### config.mk
export PLATFORM = sky130hd
export DESIGN_NAME = imvp_alu
export DESIGN_NICKNAME = d
export VERILOG_FILES = /design/src/imvp_pkg.sv /design/src/imvp_alu.sv
export SDC_FILE = /design/constraint.sdc
export NUM_CORES = 2
export LEC_CHECK = 0
export ABC_AREA = 1
export BUFFER_PORTS_ARGS = -buffer_cell sky130_fd_sc_hd__buf_2
export CELL_PAD_IN_SITES_DETAIL_PLACEMENT = 1
export CELL_PAD_IN_SITES_GLOBAL_PLACEMENT = 1
export CORE_ASPECT_RATIO = 1.75
export CORE_UTILIZATION = 25
export DETAILED_ROUTE_END_ITERATION = 16
export PLACE_DENSITY_LB_ADDON = 0.1
export RECOVER_POWER = 100
export REMOVE_ABC_BUFFERS = 1
export SETUP_SLACK_MARGIN = 0.2
export SYNTH_ARGS = -nofsm -noshare
export SYNTH_HDL_FRONTEND = slang
export SYNTH_SLANG_ARGS = --single-unit
### constraint.sdc
create_clock -name clk -period 11.8 [get_ports clk]
set_input_delay 1.77 -clock clk [delete_from_list [all_inputs] [get_ports clk]]
set_output_delay 1.77 -clock clk [all_outputs]
set_load 0.03 [all_outputs]
### src/imvp_pkg.sv
// ----------------------------------------------------------------------------
// imvp_pkg
// Shared types, constants and helpers for the incidence matrix-vector unit.
// ----------------------------------------------------------------------------
`default_nettype none

package imvp_pkg;

  localparam int COLUMNS = 1024;
  localparam int ROWS    = 1024;
  localparam int COL_AW  = $clog2(COLUMNS);
  localparam int ROW_AW  = $clog2(ROWS);
  localparam int IDX_W   = 10;
  localparam int Q_W     = 32;
  localparam int PROD_W  = 2 * Q_W;
  localparam int QUO_W   = PROD_W - 16;
  localparam int ARC_W   = 2 * IDX_W + 2;
  localparam logic signed [Q_W-1:0] SCALE_RESET = 32'sd65536;
  localparam logic signed [Q_W-1:0] Q_MAX = 32'sh7fff_ffff;
  localparam logic signed [Q_W-1:0] Q_MIN = 32'sh8000_0000;

  typedef enum logic [2:0] {
    CMD_WR_ARC = 3'd0,
    CMD_TIMES  = 3'd1,
    CMD_WR_ROW = 3'd2,
    CMD_TRANS  = 3'd3,
    CMD_RD_ROW = 3'd4
  } cmd_t;

  typedef enum logic [3:0] {
    S_IDLE,
    S_DISPATCH,
    S_ARC,
    S_QUO,
    S_SIDE,
    S_ROWD,
    S_ADD,
    S_DONE,
    S_RDOUT
  } state_t;

  typedef struct packed {
    logic [2:0]             command;
    logic [IDX_W-1:0]       column_index;
    logic [IDX_W-1:0]       minus_row;
    logic                   minus_present;
    logic [IDX_W-1:0]       plus_row;
    logic                   plus_present;
    logic [IDX_W-1:0]       row_index;
    logic signed [Q_W-1:0]  operand_value;
  } in_item_t;

  typedef struct packed {
    logic signed [Q_W-1:0]  result_value;
    logic                   saturated;
  } out_item_t;

  typedef struct packed {
    logic                   plus_present;
    logic [IDX_W-1:0]       plus_row;
    logic                   minus_present;
    logic [IDX_W-1:0]       minus_row;
  } arc_t;

  // Sequencer to datapath controls
  typedef struct packed {
    logic mul_en;
    logic mul_row;   // multiplicand: 1 row value, 0 operand
    logic quo_en;
    logic acc_load;
    logic acc_row;   // load source: 1 row value, 0 operand
    logic add_en;
    logic add_sub;
    logic sat_clr;
  } alu_ctrl_t;

  typedef struct packed {
    logic signed [Q_W-1:0] acc;
    logic                  sat;
    logic signed [Q_W-1:0] sum;
  } alu_stat_t;

  function automatic logic row_ok(input logic [IDX_W-1:0] r);
    return {{(32-IDX_W){1'b0}}, r} < 32'(ROWS);
  endfunction

  function automatic logic col_ok(input logic [IDX_W-1:0] c);
    return {{(32-IDX_W){1'b0}}, c} < 32'(COLUMNS);
  endfunction

endpackage

`default_nettype wire

### src/imvp_alu.sv
// ----------------------------------------------------------------------------
// imvp_alu
// Shared datapath: Q16.16 multiply, truncating rescale, saturating add/sub.
// ----------------------------------------------------------------------------
`default_nettype none

module imvp_alu
  import imvp_pkg::*;
(
  input  wire logic                  clk,
  input  wire alu_ctrl_t             ctrl,
  input  wire logic signed [Q_W-1:0] scale,
  input  wire logic signed [Q_W-1:0] operand,
  input  wire logic signed [Q_W-1:0] row_data,
  output alu_stat_t                  stat
);

  logic signed [PROD_W-1:0] prod_r;
  logic signed [QUO_W-1:0]  quo_r;
  logic signed [Q_W-1:0]    acc_r;
  logic                     sat_r;

  logic signed [Q_W-1:0]    mul_b;
  logic signed [QUO_W-1:0]  quo_nxt;
  logic signed [QUO_W:0]    sum_w;
  logic                     ovf_hi;
  logic                     ovf_lo;
  logic signed [Q_W-1:0]    sum_clamped;

  assign mul_b = ctrl.mul_row ? row_data : operand;

  // Divide by 2^16 rounding toward zero
  assign quo_nxt = prod_r[PROD_W-1:16]
                 + QUO_W'(prod_r[PROD_W-1] && (prod_r[15:0] != 16'd0));

  always_comb begin
    if (ctrl.add_sub) begin
      sum_w = {{(QUO_W-Q_W+1){acc_r[Q_W-1]}}, acc_r} - {quo_r[QUO_W-1], quo_r};
    end else begin
      sum_w = {{(QUO_W-Q_W+1){acc_r[Q_W-1]}}, acc_r} + {quo_r[QUO_W-1], quo_r};
    end
    ovf_hi = !sum_w[QUO_W] && (sum_w[QUO_W-1:Q_W-1] != '0);
    ovf_lo = sum_w[QUO_W] && (sum_w[QUO_W-1:Q_W-1] != '1);
    if (ovf_hi) begin
      sum_clamped = Q_MAX;
    end else if (ovf_lo) begin
      sum_clamped = Q_MIN;
    end else begin
      sum_clamped = sum_w[Q_W-1:0];
    end
  end

  always_ff @(posedge clk) begin
    if (ctrl.mul_en) begin
      prod_r <= scale * mul_b;
    end
    if (ctrl.quo_en) begin
      quo_r <= quo_nxt;
    end
    if (ctrl.acc_load) begin
      acc_r <= ctrl.acc_row ? row_data : operand;
    end else if (ctrl.add_en) begin
      acc_r <= sum_clamped;
    end
    if (ctrl.sat_clr) begin
      sat_r <= 1'b0;
    end else if (ctrl.add_en) begin
      sat_r <= sat_r | ovf_hi | ovf_lo;
    end
  end

  assign stat.acc = acc_r;
  assign stat.sat = sat_r;
  assign stat.sum = sum_clamped;

endmodule

`default_nettype wire

==> impl_metrics.env <==
export IMPL_clockBufferDepth=2
export IMPL_dieArea_sq_um=195000
export IMPL_postSynthCellCount=5928
export IMPL_synth_top_family_by_area="adder cells"
export IMPL_ant_nets=0
export IMPL_synth_fa_ha_area_share_pct=51.1
export IMPL_drive_gt1_share_pct=6.66
export IMPL_nets=7479
export IMPL_routabilityCongestion=0.920
export IMPL_grt_max_degree=57
export IMPL_synth_area_leaders="fa_1 45%, inv_1 11%, nand2_1 9.1%"
export IMPL_max_slew_worst_pin_slew_ps=3220
export IMPL_drv_slew=139
export IMPL_hold_slack_ps=443
export IMPL_crit_buf_inv=7
export IMPL_rows=212
export IMPL_clockRootBuffer="clkbuf_16"
export IMPL_rsz0062_at_grt="false"
export IMPL_synth_area_sq_um=48200
export IMPL_layout_common_cells="1391 x inv_1, 1192 x nand2_1, 1083 x fa_1"
export IMPL_design_core_area_sq_um=191000
export IMPL_status="complete, but fails checks"
export IMPL_fin_crit_ps=10900
export IMPL_yosysWarnings=0
export IMPL_violations="capacitance limit, slew limit"
export IMPL_required_ps=12040
export IMPL_initial_core_util_pct=25.2
export IMPL_synth_ff_type="edfxtp_1"
export IMPL_synth_xor_area_share_pct=3.56
export IMPL_cpLargestDelayFamily="adder cells"
export IMPL_setup_violations=0
export IMPL_fin_skew_ps=19.5
export IMPL_via_per_inst=4.66
export IMPL_post_drt_wl_per_cell_um=27.0
export IMPL_syn_to_final_growth_pct=9.78
export IMPL_path_common_cell="fa_1"
export IMPL_critPathMaxStageDelay_ps=920
export IMPL_clock_latency_ps=510
export IMPL_synth_top_area_share_pct=45.0
export IMPL_path_class="primary input to flop"
export IMPL_numCtsBuffers=17
export IMPL_synth_top_area_cell="fa_1"
export IMPL_finalCritPeriodShare_pct=92.4
export IMPL_first_pass_iters=7
export IMPL_num_vias=39700
export IMPL_hold_class="flop to flop"
export IMPL_fillers=22800
export IMPL_place_inst=8498
export IMPL_synthArstFlopShare_pct=0
export IMPL_critPathLaunchType="primary input"
export IMPL_critPathCaptureType="flop"
export IMPL_cts_resized=0
export IMPL_io_buffers=169
export IMPL_dieWidth_um=334
export IMPL_drc_errors=0
export IMPL_tns_ps=0
export IMPL_dr_first_iter_drc_count=1512
export IMPL_dp_hpwl_mm=200
export IMPL_synth_compound_gate_area_share_pct=3.96
export IMPL_final_common_cell="inv_1"
export IMPL_die_height_um=583
export IMPL_finalHoldViolCount=0
export IMPL_syn_area_per_cell_sq_um=8.13
export IMPL_track_usage_pct=24.0
export IMPL_wirelength_mm=230
export IMPL_slowest_stage="clkinv_1"
export IMPL_synth_edf_count=144
export IMPL_max_cap_violations=3
export IMPL_grt_pass1_vias=46000
export IMPL_ys_ff_latch=145
export IMPL_synth_mux_area_share_pct=0
export IMPL_slew_headroom_pct=-115
export IMPL_yosysSeqAreaShare_pct=9.01
export IMPL_synth_cell_types=55
export IMPL_cts_hold_buf=0
export IMPL_grt_ovfl_total=0
export IMPL_h_tree_depth=4
export IMPL_tritoncts="yes"
export IMPL_worstPathArrival_ps=11140
export IMPL_synth_simple_gate_area_share_pct=19.6
export IMPL_fin_cells=8534
export IMPL_cts_sinks=145
export IMPL_clk_pin_slew_worst_paths_ps=70
export IMPL_grt_pass1_wl_mm=328
export IMPL_post_cts_buffers=0
export IMPL_io_pins=170
export IMPL_path_max_fanout=37
export IMPL_grt_antenna_before_repair=8
export IMPL_clock_fmax_mhz=91.7
==> worst register-to-register path, delay by kind of cell, from the launching register on <==
kind	cells	cell delay [ps]
xor+xnor	1	160
buf+inv	3	490
flops	1	500
compound gates	4	780
simple gates	24	4160
fa+ha+maj	2	640
==> flip-flops by register name (all words and copies together) (netlist names) <==
register and flops:
prod_r 64, quo_r 48, acc_r 32, sat_r 1
==> kinds of logic (layout without fill, tap and decap cells) <==
kind of cell / count (synthesis) / count (layout)
flip-flops: 145 / 145
adder cells (fa/ha/maj): 1318 / 1318
buffers and inverters: 1623 / 1764
AO/OA/AOI/OAI: 339 / 339
XOR/XNOR: 196 / 196
AND/OR/NAND/NOR: 2307 / 2307
other: 0 / 4
==> layout make-up <==
type / count / area (sq um) / area share, %
Clock buffer: 17 / 425 / 0.804
Inverter: 1425 / 5350 / 10.1
Sequential cell: 145 / 4340 / 8.21
Antenna cell: 4 / 10.0 / 0.0189
Multi-Input combinational cell: 4160 / 37700 / 71.2
Timing Repair Buffer: 307 / 1840 / 3.47
Tap cell: 2461 / 3080 / 5.82
Clock inverter: 15 / 169 / 0.319
==> cells in the mapped netlist, types with 64 or more instances <==
cell,n
clkbuf_1,182
a21oi_1,142
fa_1,1083
nand2_1,1175
ha_1,235
o21ai_0,89
xnor2_1,64
edfxtp_1,144
nand3_1,98
nor2_1,780
xor2_1,132
inv_1,1390
==> stage by stage <==
step | setup WS [ps] | cell area [sq um] | util (%)
3_5_place_dp | 610 | 52500 | 27.5
6_report | 896 | 52900 | 27.7
5_1_grt | 696 | 52900 | 27.7
2_1_floorplan | 1260 | 47400 | -
3_3_place_gp | 513 | 52500 | 27.5
4_1_cts | 1150 | 53100 | 27.8
==> routing by layer <==
layer	up-vias	GRT usage, %	share of wire, %
met4	2	12.6	6.1
met1	21000	24.0	34
met5	-	0	0.0056
li1	17600	-	-
met3	330	1.94	2.5
met2	777	48.1	57
==> worst paths after layout <==
| path | from | end | cells past startpoint | slack (ps) |
|---|---|---|---|---|
| setup reg to reg | quo_r[0]$_DFFE_PP_ | acc_r[16]$_DFFE_PP_ | 34 | 4840 |
| setup / recovery | ctrl[6] | prod_r[63]$_DFFE_PP_ | 25 | 900 |
| hold / removal | sat_r$_SDFFE_PP0P_ | sat_r$_SDFFE_PP0P_ | 2 | 440 |
| hold reg to reg | sat_r$_SDFFE_PP0P_ | sat_r$_SDFFE_PP0P_ | 2 | 440 |
Power is left out: the tool's default activity adds up to more than one toggle a clock period on the data nets, which glitch-free logic cannot reach.
