--- src/imvp_pkg.sv ---
// ----------------------------------------------------------------------------
// imvp_pkg
// Shared types, constants and helpers for the incidence matrix-vector unit.
// ----------------------------------------------------------------------------
`default_nettype none

package imvp_pkg;

  localparam int COLUMNS = 1024;
  localparam int ROWS    = 1024;
  localparam int COL_AW  = $clog2(COLUMNS);
  localparam int ROW_AW  = $clog2(ROWS);
  localparam int IDX_W   = 10;
  localparam int Q_W     = 32;
  localparam int PROD_W  = 2 * Q_W;
  localparam int QUO_W   = PROD_W - 16;
  localparam int ARC_W   = 2 * IDX_W + 2;
  localparam logic signed [Q_W-1:0] SCALE_RESET = 32'sd65536;
  localparam logic signed [Q_W-1:0] Q_MAX = 32'sh7fff_ffff;
  localparam logic signed [Q_W-1:0] Q_MIN = 32'sh8000_0000;

  typedef enum logic [2:0] {
    CMD_WR_ARC = 3'd0,
    CMD_TIMES  = 3'd1,
    CMD_WR_ROW = 3'd2,
    CMD_TRANS  = 3'd3,
    CMD_RD_ROW = 3'd4
  } cmd_t;

  typedef enum logic [3:0] {
    S_IDLE,
    S_DISPATCH,
    S_ARC,
    S_QUO,
    S_SIDE,
    S_ROWD,
    S_ADD,
    S_DONE,
    S_RDOUT
  } state_t;

  typedef struct packed {
    logic [2:0]             command;
    logic [IDX_W-1:0]       column_index;
    logic [IDX_W-1:0]       minus_row;
    logic                   minus_present;
    logic [IDX_W-1:0]       plus_row;
    logic                   plus_present;
    logic [IDX_W-1:0]       row_index;
    logic signed [Q_W-1:0]  operand_value;
  } in_item_t;

  typedef struct packed {
    logic signed [Q_W-1:0]  result_value;
    logic                   saturated;
  } out_item_t;

  typedef struct packed {
    logic                   plus_present;
    logic [IDX_W-1:0]       plus_row;
    logic                   minus_present;
    logic [IDX_W-1:0]       minus_row;
  } arc_t;

  // Sequencer to datapath controls
  typedef struct packed {
    logic mul_en;
    logic mul_row;   // multiplicand: 1 row value, 0 operand
    logic quo_en;
    logic acc_load;
    logic acc_row;   // load source: 1 row value, 0 operand
    logic add_en;
    logic add_sub;
    logic sat_clr;
  } alu_ctrl_t;

  typedef struct packed {
    logic signed [Q_W-1:0] acc;
    logic                  sat;
    logic signed [Q_W-1:0] sum;
  } alu_stat_t;

  function automatic logic row_ok(input logic [IDX_W-1:0] r);
    return {{(32-IDX_W){1'b0}}, r} < 32'(ROWS);
  endfunction

  function automatic logic col_ok(input logic [IDX_W-1:0] c);
    return {{(32-IDX_W){1'b0}}, c} < 32'(COLUMNS);
  endfunction

endpackage

`default_nettype wire

--- src/imvp_seq.sv ---
// ----------------------------------------------------------------------------
// imvp_seq
// Command sequencer: memory accesses, datapath steps and result strobe.
// ----------------------------------------------------------------------------
`default_nettype none

module imvp_seq
  import imvp_pkg::*;
(
  input  wire logic              clk,
  input  wire logic              rst_n,
  input  wire logic              start,
  output logic                   busy,
  input  wire in_item_t          in_item,
  output logic signed [Q_W-1:0]  operand,
  output logic                   out_valid,
  output out_item_t              out_result,
  output logic                   arc_we,
  output logic [COL_AW-1:0]      arc_waddr,
  output arc_t                   arc_wdata,
  output logic                   arc_re,
  output logic [COL_AW-1:0]      arc_raddr,
  input  wire arc_t              arc_rdata,
  output logic                   row_we,
  output logic [ROW_AW-1:0]      row_waddr,
  output logic signed [Q_W-1:0]  row_wdata,
  output logic                   row_re,
  output logic [ROW_AW-1:0]      row_raddr,
  input  wire logic signed [Q_W-1:0] row_rdata,
  output alu_ctrl_t              alu_ctrl,
  input  wire alu_stat_t         alu_stat
);

  state_t           state_r, state_nxt;
  in_item_t         item_r;
  logic             side_r, side_nxt;
  logic             hm_r, hm_nxt, hp_r, hp_nxt;
  logic [IDX_W-1:0] am_r, am_nxt, ap_r, ap_nxt;
  logic             out_valid_r, out_valid_nxt;
  out_item_t        out_r, out_nxt;

  logic             accept;
  logic             is_times;
  logic             cur_has;
  logic [IDX_W-1:0] cur_row;

  assign busy     = (state_r != S_IDLE);
  assign accept   = start && !busy;
  assign is_times = (item_r.command == CMD_TIMES);
  assign cur_has  = side_r ? hp_r : hm_r;
  assign cur_row  = side_r ? ap_r : am_r;
  assign operand  = item_r.operand_value;

  always_ff @(posedge clk) begin
    if (!rst_n) begin
      state_r     <= S_IDLE;
      out_valid_r <= 1'b0;
    end else begin
      state_r     <= state_nxt;
      out_valid_r <= out_valid_nxt;
    end
  end

  always_ff @(posedge clk) begin
    if (accept) begin
      item_r <= in_item;
    end
    side_r <= side_nxt;
    hm_r   <= hm_nxt;
    hp_r   <= hp_nxt;
    am_r   <= am_nxt;
    ap_r   <= ap_nxt;
    out_r  <= out_nxt;
  end

  always_comb begin
    state_nxt     = state_r;
    side_nxt      = side_r;
    hm_nxt        = hm_r;
    hp_nxt        = hp_r;
    am_nxt        = am_r;
    ap_nxt        = ap_r;
    out_valid_nxt = 1'b0;
    out_nxt       = out_r;
    arc_we        = 1'b0;
    arc_waddr     = item_r.column_index[COL_AW-1:0];
    arc_wdata     = '{plus_present:  item_r.plus_present,
                      plus_row:      item_r.plus_row,
                      minus_present: item_r.minus_present,
                      minus_row:     item_r.minus_row};
    arc_re        = 1'b0;
    arc_raddr     = item_r.column_index[COL_AW-1:0];
    row_we        = 1'b0;
    row_waddr     = cur_row[ROW_AW-1:0];
    row_wdata     = alu_stat.sum;
    row_re        = 1'b0;
    row_raddr     = cur_row[ROW_AW-1:0];
    alu_ctrl      = '0;

    unique case (state_r)
      S_IDLE: begin
        if (accept) begin
          state_nxt = S_DISPATCH;
        end
      end
      S_DISPATCH: begin
        state_nxt = S_IDLE;
        priority if (item_r.command == CMD_WR_ARC) begin
          arc_we = col_ok(item_r.column_index);
        end else if (item_r.command == CMD_WR_ROW) begin
          row_we    = row_ok(item_r.row_index);
          row_waddr = item_r.row_index[ROW_AW-1:0];
          row_wdata = item_r.operand_value;
        end else if (item_r.command == CMD_RD_ROW) begin
          row_re    = 1'b1;
          row_raddr = item_r.row_index[ROW_AW-1:0];
          state_nxt = S_RDOUT;
        end else if (item_r.command == CMD_TIMES || item_r.command == CMD_TRANS) begin
          arc_re    = 1'b1;
          state_nxt = S_ARC;
        end else begin
          state_nxt = S_IDLE;   // unknown code: no effect, no result
        end
      end
      S_ARC: begin
        // out-of-range column or row reads as an absent entry
        hm_nxt   = col_ok(item_r.column_index) && arc_rdata.minus_present
                   && row_ok(arc_rdata.minus_row);
        hp_nxt   = col_ok(item_r.column_index) && arc_rdata.plus_present
                   && row_ok(arc_rdata.plus_row);
        am_nxt   = arc_rdata.minus_row;
        ap_nxt   = arc_rdata.plus_row;
        side_nxt = 1'b0;
        alu_ctrl.sat_clr = 1'b1;
        if (is_times) begin
          alu_ctrl.mul_en = 1'b1;
          state_nxt       = S_QUO;
        end else begin
          alu_ctrl.acc_load = 1'b1;
          state_nxt         = S_SIDE;
        end
      end
      S_QUO: begin
        alu_ctrl.quo_en = 1'b1;
        state_nxt = is_times ? S_SIDE : S_ADD;
      end
      S_SIDE: begin
        if (cur_has) begin
          row_re    = 1'b1;
          state_nxt = S_ROWD;
        end else if (side_r) begin
          state_nxt = S_DONE;
        end else begin
          side_nxt = 1'b1;
        end
      end
      S_ROWD: begin
        if (is_times) begin
          alu_ctrl.acc_load = 1'b1;
          alu_ctrl.acc_row  = 1'b1;
          state_nxt         = S_ADD;
        end else begin
          alu_ctrl.mul_en  = 1'b1;
          alu_ctrl.mul_row = 1'b1;
          state_nxt        = S_QUO;
        end
      end
      S_ADD: begin
        alu_ctrl.add_en  = 1'b1;
        alu_ctrl.add_sub = !side_r;
        row_we = is_times;
        if (side_r) begin
          state_nxt = S_DONE;
        end else begin
          side_nxt  = 1'b1;
          state_nxt = S_SIDE;
        end
      end
      S_DONE: begin
        out_valid_nxt = 1'b1;
        out_nxt.result_value = is_times ? '0 : alu_stat.acc;
        out_nxt.saturated    = alu_stat.sat;
        state_nxt = S_IDLE;
      end
      S_RDOUT: begin
        out_valid_nxt = 1'b1;
        out_nxt.result_value = row_ok(item_r.row_index) ? row_rdata : '0;
        out_nxt.saturated    = 1'b0;
        state_nxt = S_IDLE;
      end
      default: begin
        state_nxt = S_IDLE;
      end
    endcase
  end

  assign out_valid  = out_valid_r;
  assign out_result = out_r;

`ifndef ASSERT_OFF
  a_out_src: assert property (@(posedge clk) disable iff (!rst_n)
    out_valid_r |-> ($past(state_r) == S_DONE || $past(state_r) == S_RDOUT))
    else $error("result strobe without a finishing step");
  a_one_write: assert property (@(posedge clk) disable iff (!rst_n)
    !(arc_we && row_we))
    else $error("both stores written in one cycle");
  a_row_port: assert property (@(posedge clk) disable iff (!rst_n)
    !(row_we && row_re))
    else $error("row store read and written in one cycle");
  a_accept: assert property (@(posedge clk) disable iff (!rst_n)
    accept |=> (state_r == S_DISPATCH))
    else $error("accepted command not dispatched");
  a_rd_nosat: assert property (@(posedge clk) disable iff (!rst_n)
    (out_valid_r && item_r.command == CMD_RD_ROW) |-> !out_r.saturated)
    else $error("row read flagged as saturated");
`endif

endmodule

`default_nettype wire

--- config.mk ---
export PLATFORM = sky130hd
export DESIGN_NAME = imvp_seq
export DESIGN_NICKNAME = d
export VERILOG_FILES = /design/src/imvp_pkg.sv /design/src/imvp_seq.sv
export SDC_FILE = /design/constraint.sdc
export NUM_CORES = 1
export LEC_CHECK = 0
export BUFFER_PORTS_ARGS = -buffer_cell sky130_fd_sc_hd__clkbuf_2
export CAP_MARGIN = 30
export CORE_AREA = 3 3 149 151
export CTS_BUF_LIST = sky130_fd_sc_hd__clkbuf_4 sky130_fd_sc_hd__clkbuf_8
export DETAILED_ROUTE_END_ITERATION = 10
export DIE_AREA = 0 0 152 154
export PLACE_DENSITY_LB_ADDON = 0.15
export SLEW_MARGIN = 0
export SYNTH_ARGS = -nofsm -noshare
export SYNTH_HDL_FRONTEND = slang
export SYNTH_SLANG_ARGS = --single-unit
--- constraint.sdc ---
create_clock -name clk -period 7.8 [get_ports clk]
set_input_delay 0.39 -clock clk [delete_from_list [all_inputs] [get_ports clk]]
set_output_delay 0.39 -clock clk [all_outputs]
set_load 0.02 [all_outputs]
==> impl_metrics.json, run 1 <==
{
  "setup_violations": 0,
  "synth.largest_area_cell": "edfxtp_1",
  "synth_ff_type": "edfxtp_1",
  "synth.net_count": 650,
  "fin_crit_ns": 3.161,
  "firstDrtPassIters": 4,
  "routed_wl_um": 17670,
  "worstPathRequired_ns": 7.41,
  "rsz0062_at_grt": "false",
  "clock_skew_ns": 0.01168,
  "synth_top_cell_area_share_pct": 64.08,
  "timing.final.crit_share_pct": 40.52,
  "via_count": 4479,
  "fillers": 2034,
  "yosysUniqueCellTypes": 35,
  "synth_area_um2": 6232,
  "antenna_found_initial": 0,
  "final.setup.tns_ns": 0,
  "cts_setup_buffers": 0,
  "crit_type": "reg -> out",
  "postSynthRegisterBits": 138,
  "grt_max_degree": 67,
  "place.gp.congestion": 0.8294,
  "powerDensity_nw_per_um2": 217.9,
  "synth_common_cells": "133 x edfxtp_1, 74 x buf_4, 67 x nand2_1, 57 x mux2_2, 33 x o21ai_0",
  "initial_core_util_pct": 29.74,
  "hold_class": "in -> reg",
  "final_core_util_pct": 39.42,
  "crit_fanout": 43,
  "ys_async_sr_fraction_pct": 0,
  "grt_first_pass_wirelength_um": 26540,
  "ir_worst_vdd_mv": 0.1030,
  "cts_buffer_depth": 2,
  "numPlacedInstances": 1006,
  "status": "finished, final reports clean",
  "fp.dieW_um": 152,
  "grt_overflow_total": 0,
  "drv_slew": 0,
  "whs_ns": 0.1187,
  "synth_enable_flop_cells": 133,
  "io_buffers": 371,
  "die_h_um": 154,
  "cts_resized": 0,
  "cts_root_buf": "clkbuf_8",
  "cts_buffers": 17,
  "avgSynthCellArea_um2": 13.82,
  "io_pins": 372,
  "first_iter_violations": 199,
  "power_uw": 1800,
  "rows": 53,
  "drt-vias-per-instance": 4.315,
  "relSlewSlack_pct": 35.23,
  "hold_buffers": 0,
  "clock_latency_ns": 0.44,
  "core_region_area_um2": 20960,
  "grt_pass1_vias": 4675,
  "leakage_uw": 0.003617,
  "start_kind": "flip-flop",
  "synthTopCellsByArea": "edfxtp_1 64%, mux2_2 10%, buf_4 8.9%",
  "grt_usage_pct": 14.64,
  "crit_arrival_ns": 2.77,
  "drc": 0,
  "clk_pin_slew_ns": 0.09,
  "areaGrowthSynthToFinish_pct": 32.54,
  "post-dp-hpwl_um": 14060,
  "layout.cells.non_filler": 1038,
  "ys_seq_area_share_pct": 65.69,
  "layout.nets": 949,
  "dieArea_um2": 23410,
  "synth_most_common_cell": "edfxtp_1",
  "cts_tree": "yes",
  "drive_above_1_share_pct": 61.99,
  "clock.fmax_ghz": 0.3164,
  "clock_sinks": 138,
  "htree_levels": 4,
  "end_kind": "output port",
  "cap_violations": 0,
  "routedWlPerCell_um": 17.02,
  "synthCells": 451,
  "hold_viol": 0,
  "yosys_warnings": 0,
  "final_antenna_net_count": 0,
  "diodes": 0,
  "tightestPinTransition_ns": 0.9715
}
==> per-layer routing <==
metal / wire length, um / GRT usage, %
met5: 0 / 0
met4: 253 / 5.180
met3: 1844 / 6.023
met2: 9207 / 26.10
met1: 6366 / 15.67
==> cell families (layout without fill, tap and decap cells) <==
| kind of cell | count (synthesis) | after routing | share of synthesized area [%] |
|---|---|---|---|
| flip-flops | 138 | 138 | 65.69 |
| AND/OR/NAND/NOR | 103 | 103 | 7.669 |
| buffers and inverters | 99 | 411 | 10.98 |
| multiplexers | 63 | 63 | 11.36 |
| AO/OA/AOI/OAI | 48 | 48 | 4.296 |
==> cell type report <==
type | count | area, um2 | area share [%]
clock buffers | 18 | 241.5 | 2.923
flip-flops and latches | 138 | 4094 | 49.56
clock inverters | 14 | 186.4 | 2.257
inverters | 3 | 11.26 | 0.1363
well taps | 275 | 344.1 | 4.165
multi-input cells | 214 | 1465 | 17.74
repair buffers | 376 | 1918 | 23.22
==> cell usage in the layout (no fill, tap or decap), types with 5 or more instances in the layout <==
cell type	n
o21ai_0	33
clkbuf_8	17
a31oi_1	5
dfxtp_1	5
mux2_1	5
mux2_2	57
nand2b_1	5
nand2_1	67
nor3_1	5
edfxtp_1	133
nor2_1	7
clkbuf_2	371
==> final timing paths <==
path                            cells after the start        endpoint   startpoint  slack [ns]
worst min-delay path                                1    arc_raddr[5]  in_item[69]        0.12
worst max-delay path                                6    row_wdata[3]   state_r[0]        4.64
worst max register to register                      3  out_result[29]   state_r[0]        5.06
worst min register to register                      2      state_r[1]   state_r[1]        0.72
==> stage by stage <==
step / area (um2) / setup slack (ns)
global placement: 7794 / 4.915
floorplan: 6232 / 4.647
CTS: 8260 / 4.573
detailed placement: 7833 / 5.060
finish: 8260 / 4.639
global route: 8260 / 4.449
==> report_power, final <==
part	switching, uW	internal [uW]	leakage [uW]
registers	25.5	871	0.00128
clock network	305	329	0.000204
logic	166	104	0.00213
==> critical path, cell delays in order, from the launching register on <==
cell and delay [ns]:
dfxtp_1 0.59, and2b_1 0.27, nand3b_2 0.15, nor3b_4 0.18
buf_4 0.49, mux2_2 0.42, clkbuf_2 0.16
==> state kept, by name (all words and copies together) (netlist names) <==
signal and count:
am_r 10, ap_r 10, arc_wdata 22, out_valid 1
side_r 1, arc_raddr 10, hm_r 1, out_result 33
item_r 13, state_r 4, operand 32, hp_r 1
Note: power is estimated with default switching activity, not from simulation.
==> run 2: changes to the inputs <==
clock period = 2.7 ns   (was 7.8 ns; I/O delays follow)
==> run 2 against run 1 <==
Effect of this change: non-clock buffer count up 134; power rose to 2.9 times the previous value; clock skew up 0.0051 ns; core utilization up 6.3 points; sequential share of layout area down 6.8 points; critical path depth unchanged; routed wire length up 4.9%; sequential cell count unchanged; final cell count up 13%; clock power rose to 2.7 times the previous value; worst hold slack worse by 0.094 ns; combinational power rose to 3.5 times the previous value; critical endpoint is now row_wdata[5].
==> impl_metrics.json, run 2 (synthesized netlist as in run 1, its figures left out) <==
{
  "io_pins": 372,
  "numPlacedInstances": 1008,
  "cts_setup_buffers": 0,
  "timing.final.crit_share_pct": 94.20,
  "pre_cts_ws_ns": 0.3932,
  "htree_levels": 4,
  "start_kind": "flip-flop",
  "antenna_found_initial": 0,
  "fp.dieW_um": 152,
  "seqCellArea_um2": 4095,
  "crit_chain": "and2b_1, nand3b_2, nor3b_4, buf_6, mux2_2, clkbuf_2",
  "fin_crit_ns": 2.544,
  "crit_slowest_cell": "dfxtp_1",
  "grt_overflow_total": 0,
  "grt_max_degree": 78,
  "hold_class": "in -> reg",
  "post-dp-hpwl_um": 13760,
  "powerDensity_nw_per_um2": 548.5,
  "layout_commonest_cell": "clkbuf_2",
  "crit_arrival_ns": 2.41,
  "drv_slew": 0,
  "largest_reg_flops": 33,
  "clk_pin_slew_ns": 0.08,
  "grt_usage_pct": 15.69,
  "clock.fmax_ghz": 0.3932,
  "setup_violations": 0,
  "firstDrtPassIters": 4,
  "final_cell_mix": "371 x clkbuf_2, 133 x edfxtp_1, 132 x dlygate4sd3_1",
  "rsz0062_at_grt": "true",
  "tightestPinTransition_ns": 0.8890,
  "whs_ns": 0.02495,
  "crit_family": "simple AND/OR/NAND/NOR gates",
  "crit_buf_inv": 2,
  "clock_skew_ns": 0.01677,
  "grt_first_pass_wirelength_um": 29370,
  "crit_fanout": 17,
  "crit_type": "reg -> out",
  "first_iter_violations": 191,
  "fillers": 1964,
  "worstPathRequired_ns": 2.57,
  "leakage_uw": 0.004167,
  "slowest_delay_ns": 0.43,
  "routedWlPerCell_um": 15.81,
  "layout.nets": 1083,
  "drive_above_1_share_pct": 53.18,
  "die_h_um": 154,
  "multi_input_area_um2": 1474,
  "areaGrowthSynthToFinish_pct": 53.78,
  "grt_pass1_vias": 5486,
  "cts_buffers": 17,
  "ir_worst_vdd_mv": 0.3001,
  "relSlewSlack_pct": 40.73,
  "diodes": 0,
  "drt-vias-per-instance": 4.241,
  "cts_tree": "yes",
  "routed_wl_um": 18530,
  "hold_viol": 0,
  "final_antenna_net_count": 0,
  "initial_core_util_pct": 29.74,
  "cts_root_buf": "clkbuf_8",
  "rows": 53,
  "drc": 0,
  "core_region_area_um2": 20960,
  "status": "finished, final reports clean",
  "setup_slack_ns": 0.1565,
  "cap_violations": 0,
  "layout.cells.non_filler": 1172,
  "io_buffers": 371,
  "final.setup.tns_ns": 0,
  "clock_sinks": 138,
  "dieArea_um2": 23410,
  "place.gp.congestion": 0.7909,
  "cts_buffer_depth": 2,
  "via_count": 4971,
  "clock_latency_ns": 0.45,
  "end_kind": "output port"
}
## run 2: changes by cell type in the layout (fill, tap and decap cells not counted), sizes merged
cell,before,now
buf,5,7
bufinv,3,2
clkinv,1,5
clkinvlp,4,3
dlygate4sd3,0,132
inv,9,7
## run 2: cell type report
cell class | instances | share of cell area, %
Clock buffer | 18 | 2.520
Tap cell | 275 | 3.590
Multi-Input combinational cell | 214 | 15.38
Sequential cell | 138 | 42.73
Timing Repair Buffer | 510 | 33.96
Inverter | 3 | 0.1175
Clock inverter | 14 | 1.710
## run 2: metal layers
metal  up-vias  track usage, %  routed length (um)
met1      2293           17.26                7097
met5         -               0                   0
met3        13           5.910                1545
met2       251           28.37                9678
met4         0           4.409                 208
li1       2414               -                   -
## run 2: timing repair
item | CTS | global route
setup endpoints to repair | 42 | 51
hold endpoints to repair | 132 | 0
resized for setup | 2 | 3
hold buffers | 132 | 0
## run 2: path summary, 6_finish.rpt
path | start | to | cells past startpoint | slack (ns)
worst min register to register | state_r[0] | state_r[2] | 2 | 0.66
worst max-delay path | state_r[3] | row_wdata[5] | 6 | 0.16
worst min-delay path | row_rdata[22] | out_result[23] | 3 | 0.02
worst max register to register | item_r[76] | out_result[11] | 5 | 0.27
## run 2: power by group
group,switching (uW),internal [uW],leakage [uW]
clock,876,852,0.000196
combinational,512,425,0.00269
sequential,74.7,2520,0.00128
total,1460,3790,0.00417
## run 2: stage by stage
| step | utilization [%] | area [um2] | power [uW] |
|---|---|---|---|
| after global placement | 37.43 | 7843 | 3421 |
| after global routing | 45.74 | 9584 | 5515 |
| after detailed placement | 37.43 | 7843 | 3429 |
| after floorplan | - | 6238 | 3170 |
| final | 45.74 | 9584 | 5257 |
| after CTS | 45.69 | 9574 | 5336 |
## run 2: worst register-to-register path, delay by kind of cell, from the launching register on
| kind | cells | cell delay (ns) |
|---|---|---|
| buf+inv | 2 | 0.91 |
| flops | 1 | 0.49 |
| simple gates | 2 | 0.72 |
| compound gates | 1 | 0.07 |
==> run 3: changes to the inputs <==
CTS_CLUSTER_SIZE = 16   (was default)
GPL_TIMING_DRIVEN = 0   (was default)
MAX_ROUTING_LAYER = met4   (was default)
==> run 3 against run 2 <==
Effect of this change: worst hold slack better by 0.013 ns; die area unchanged; non-clock buffer count up 96; sequential share of layout area down 2.8 points; power up 0.71%; fmax up 1.6%; via count up 6.0%; sequential power about the same; highest routed layer unchanged.
==> impl_metrics.json, run 3 (synthesized netlist as in run 1, its figures left out) <==
{
  "status": "finished, final reports clean",
  "place.gp.congestion": 0.8213,
  "routed_wl_um": 19720,
  "clock_latency_ns": 0.43,
  "fin_crit_ns": 2.505,
  "crit_type": "reg -> out",
  "dieArea_um2": 23410,
  "final_antenna_net_count": 0,
  "firstDrtPassIters": 5,
  "place_area_um2": 8504,
  "grt_usage_pct": 17.17,
  "clock_skew_ns": 0.01272,
  "antenna_found_initial": 0,
  "grt_overflow_total": 0,
  "numPlacedInstances": 1099,
  "powerDensity_nw_per_um2": 516.0,
  "cts_tree": "yes",
  "drt-vias-per-instance": 4.155,
  "fp.dieW_um": 152,
  "worstHoldStart": "row_rdata[2]",
  "diodes": 0,
  "drive_above_1_share_pct": 55.89,
  "r2r_end": "out_result[30]",
  "r2r_setup_slack_ns": 0.29,
  "layout.cells.non_filler": 1268,
  "crit_fanout": 10,
  "cap_violations": 0,
  "startpoint": "state_r[0]",
  "end_kind": "output port",
  "layout_commonest_cell": "clkbuf_2",
  "post-dp-hpwl_um": 14870,
  "layout.nets": 1179,
  "timing.final.crit_share_pct": 92.76,
  "whs_path_depth": 3,
  "tightestPinTransition_ns": 0.8665,
  "rows": 53,
  "grt-busiest-layer": "met2",
  "io_buffers": 371,
  "hold_class": "in -> reg",
  "final.setup.tns_ns": 0,
  "die_h_um": 154,
  "power_uw": 5294,
  "drc": 0,
  "relSlewSlack_pct": 42.23,
  "cts_buffers": 17,
  "clock_sinks": 138,
  "met3_usage_pct": 4.954,
  "grtUsageMet2_pct": 30.06,
  "setup_violations": 0,
  "io_pins": 372,
  "r2r_start": "state_r[0]",
  "rsz0062_at_grt": "false",
  "routedWlPerCell_um": 15.55,
  "first_iter_violations": 154,
  "via_count": 5268,
  "clock.fmax_ghz": 0.3993,
  "leakage_uw": 0.004582,
  "initial_core_util_pct": 29.74,
  "start_kind": "flip-flop",
  "cts_root_buf": "clkbuf_8",
  "drv_slew": 0,
  "areaGrowthSynthToFinish_pct": 64.62,
  "largest_reg_flops": 33,
  "grt_pass1_vias": 5612,
  "min_to": "out_result[3]",
  "cts_buffer_depth": 2,
  "htree_levels": 4,
  "final_cell_mix": "372 x clkbuf_2, 135 x dlygate4sd3_1, 133 x edfxtp_1",
  "hold_viol": 0,
  "clk_pin_slew_ns": 0.09,
  "design_area_um2": 10260,
  "met1_usage_pct": 18.90,
  "ir_worst_vdd_mv": 0.2575,
  "grt_first_pass_wirelength_um": 30550,
  "grt_max_degree": 56,
  "reg2reg_depth": 6,
  "worstPathRequired_ns": 2.57,
  "core_region_area_um2": 20960,
  "crit_arrival_ns": 2.37
}
[run 3: worst max-delay path by stage]
stage | endpoint | slack (ns) | depth (start not counted)
global route | row_waddr[4] | 0.01 | 7
global placement | arc_raddr[5] | -0.30 | 3
CTS | row_raddr[4] | 0.07 | 6
detailed placement | out_result[28] | 0.38 | 4
finish | row_waddr[4] | 0.20 | 7
floorplan | am_r[0] | 0.39 | 3
[run 3: per-stage QoR]
| step | hold WS (ns) | util (%) | setup WS [ns] |
|---|---|---|---|
| 6_report | 0.03807 | 48.96 | 0.1954 |
| 5_1_grt | 0.01470 | 48.96 | 0.01022 |
| 4_1_cts | 0.00002590 | 48.91 | 0.07165 |
| 3_5_place_dp | 0.3136 | 40.58 | 0.3802 |
| 3_3_place_gp | 0.3119 | 40.27 | -0.2959 |
| 2_1_floorplan | 0.2339 | - | 0.3947 |
[run 3: critical path: stages (launching register included)]
cell and delay (ns):
dfxtp_1 0.41, and2b_1 0.25, nand3b_2 0.18, nor3b_4 0.26, buf_12 0.15, buf_6 0.16, mux2_2 0.35, clkbuf_2 0.16
[run 3: metal layers]
metal / wire length [um] / vias up
li1: - / 2611
met1: 7784 / 2392
met2: 10180 / 247
met3: 1407 / 18
met4: 342 / 0
met5: 0 / -
[run 3: layout make-up]
cell class / count / area [um2]
Fill cell: 1960 / 10700
Timing Repair Buffer: 510 / 3291
Tap cell: 275 / 344.1
Sequential cell: 138 / 4094
Buffer: 96 / 676.9
Clock inverter: 15 / 130.1
Inverter: 3 / 11.26
Clock buffer: 17 / 234.0
Multi-Input combinational cell: 214 / 1479
[run 3: timing repair]
item	4_1_cts	5_1_grt
pin swaps	1	0
endpoints found under the setup margin	42	10
hold buffers	135	0
endpoints found under the hold margin	133	0
gates resized for setup	1	4
buffers inserted	2	0
[run 3: power by group]
group | leakage (uW) | switching, uW | internal, uW
combinational | 0.00312 | 563 | 555
clock | 0.000182 | 935 | 669
sequential | 0.00128 | 57.5 | 2520
total | 0.00458 | 1560 | 3740
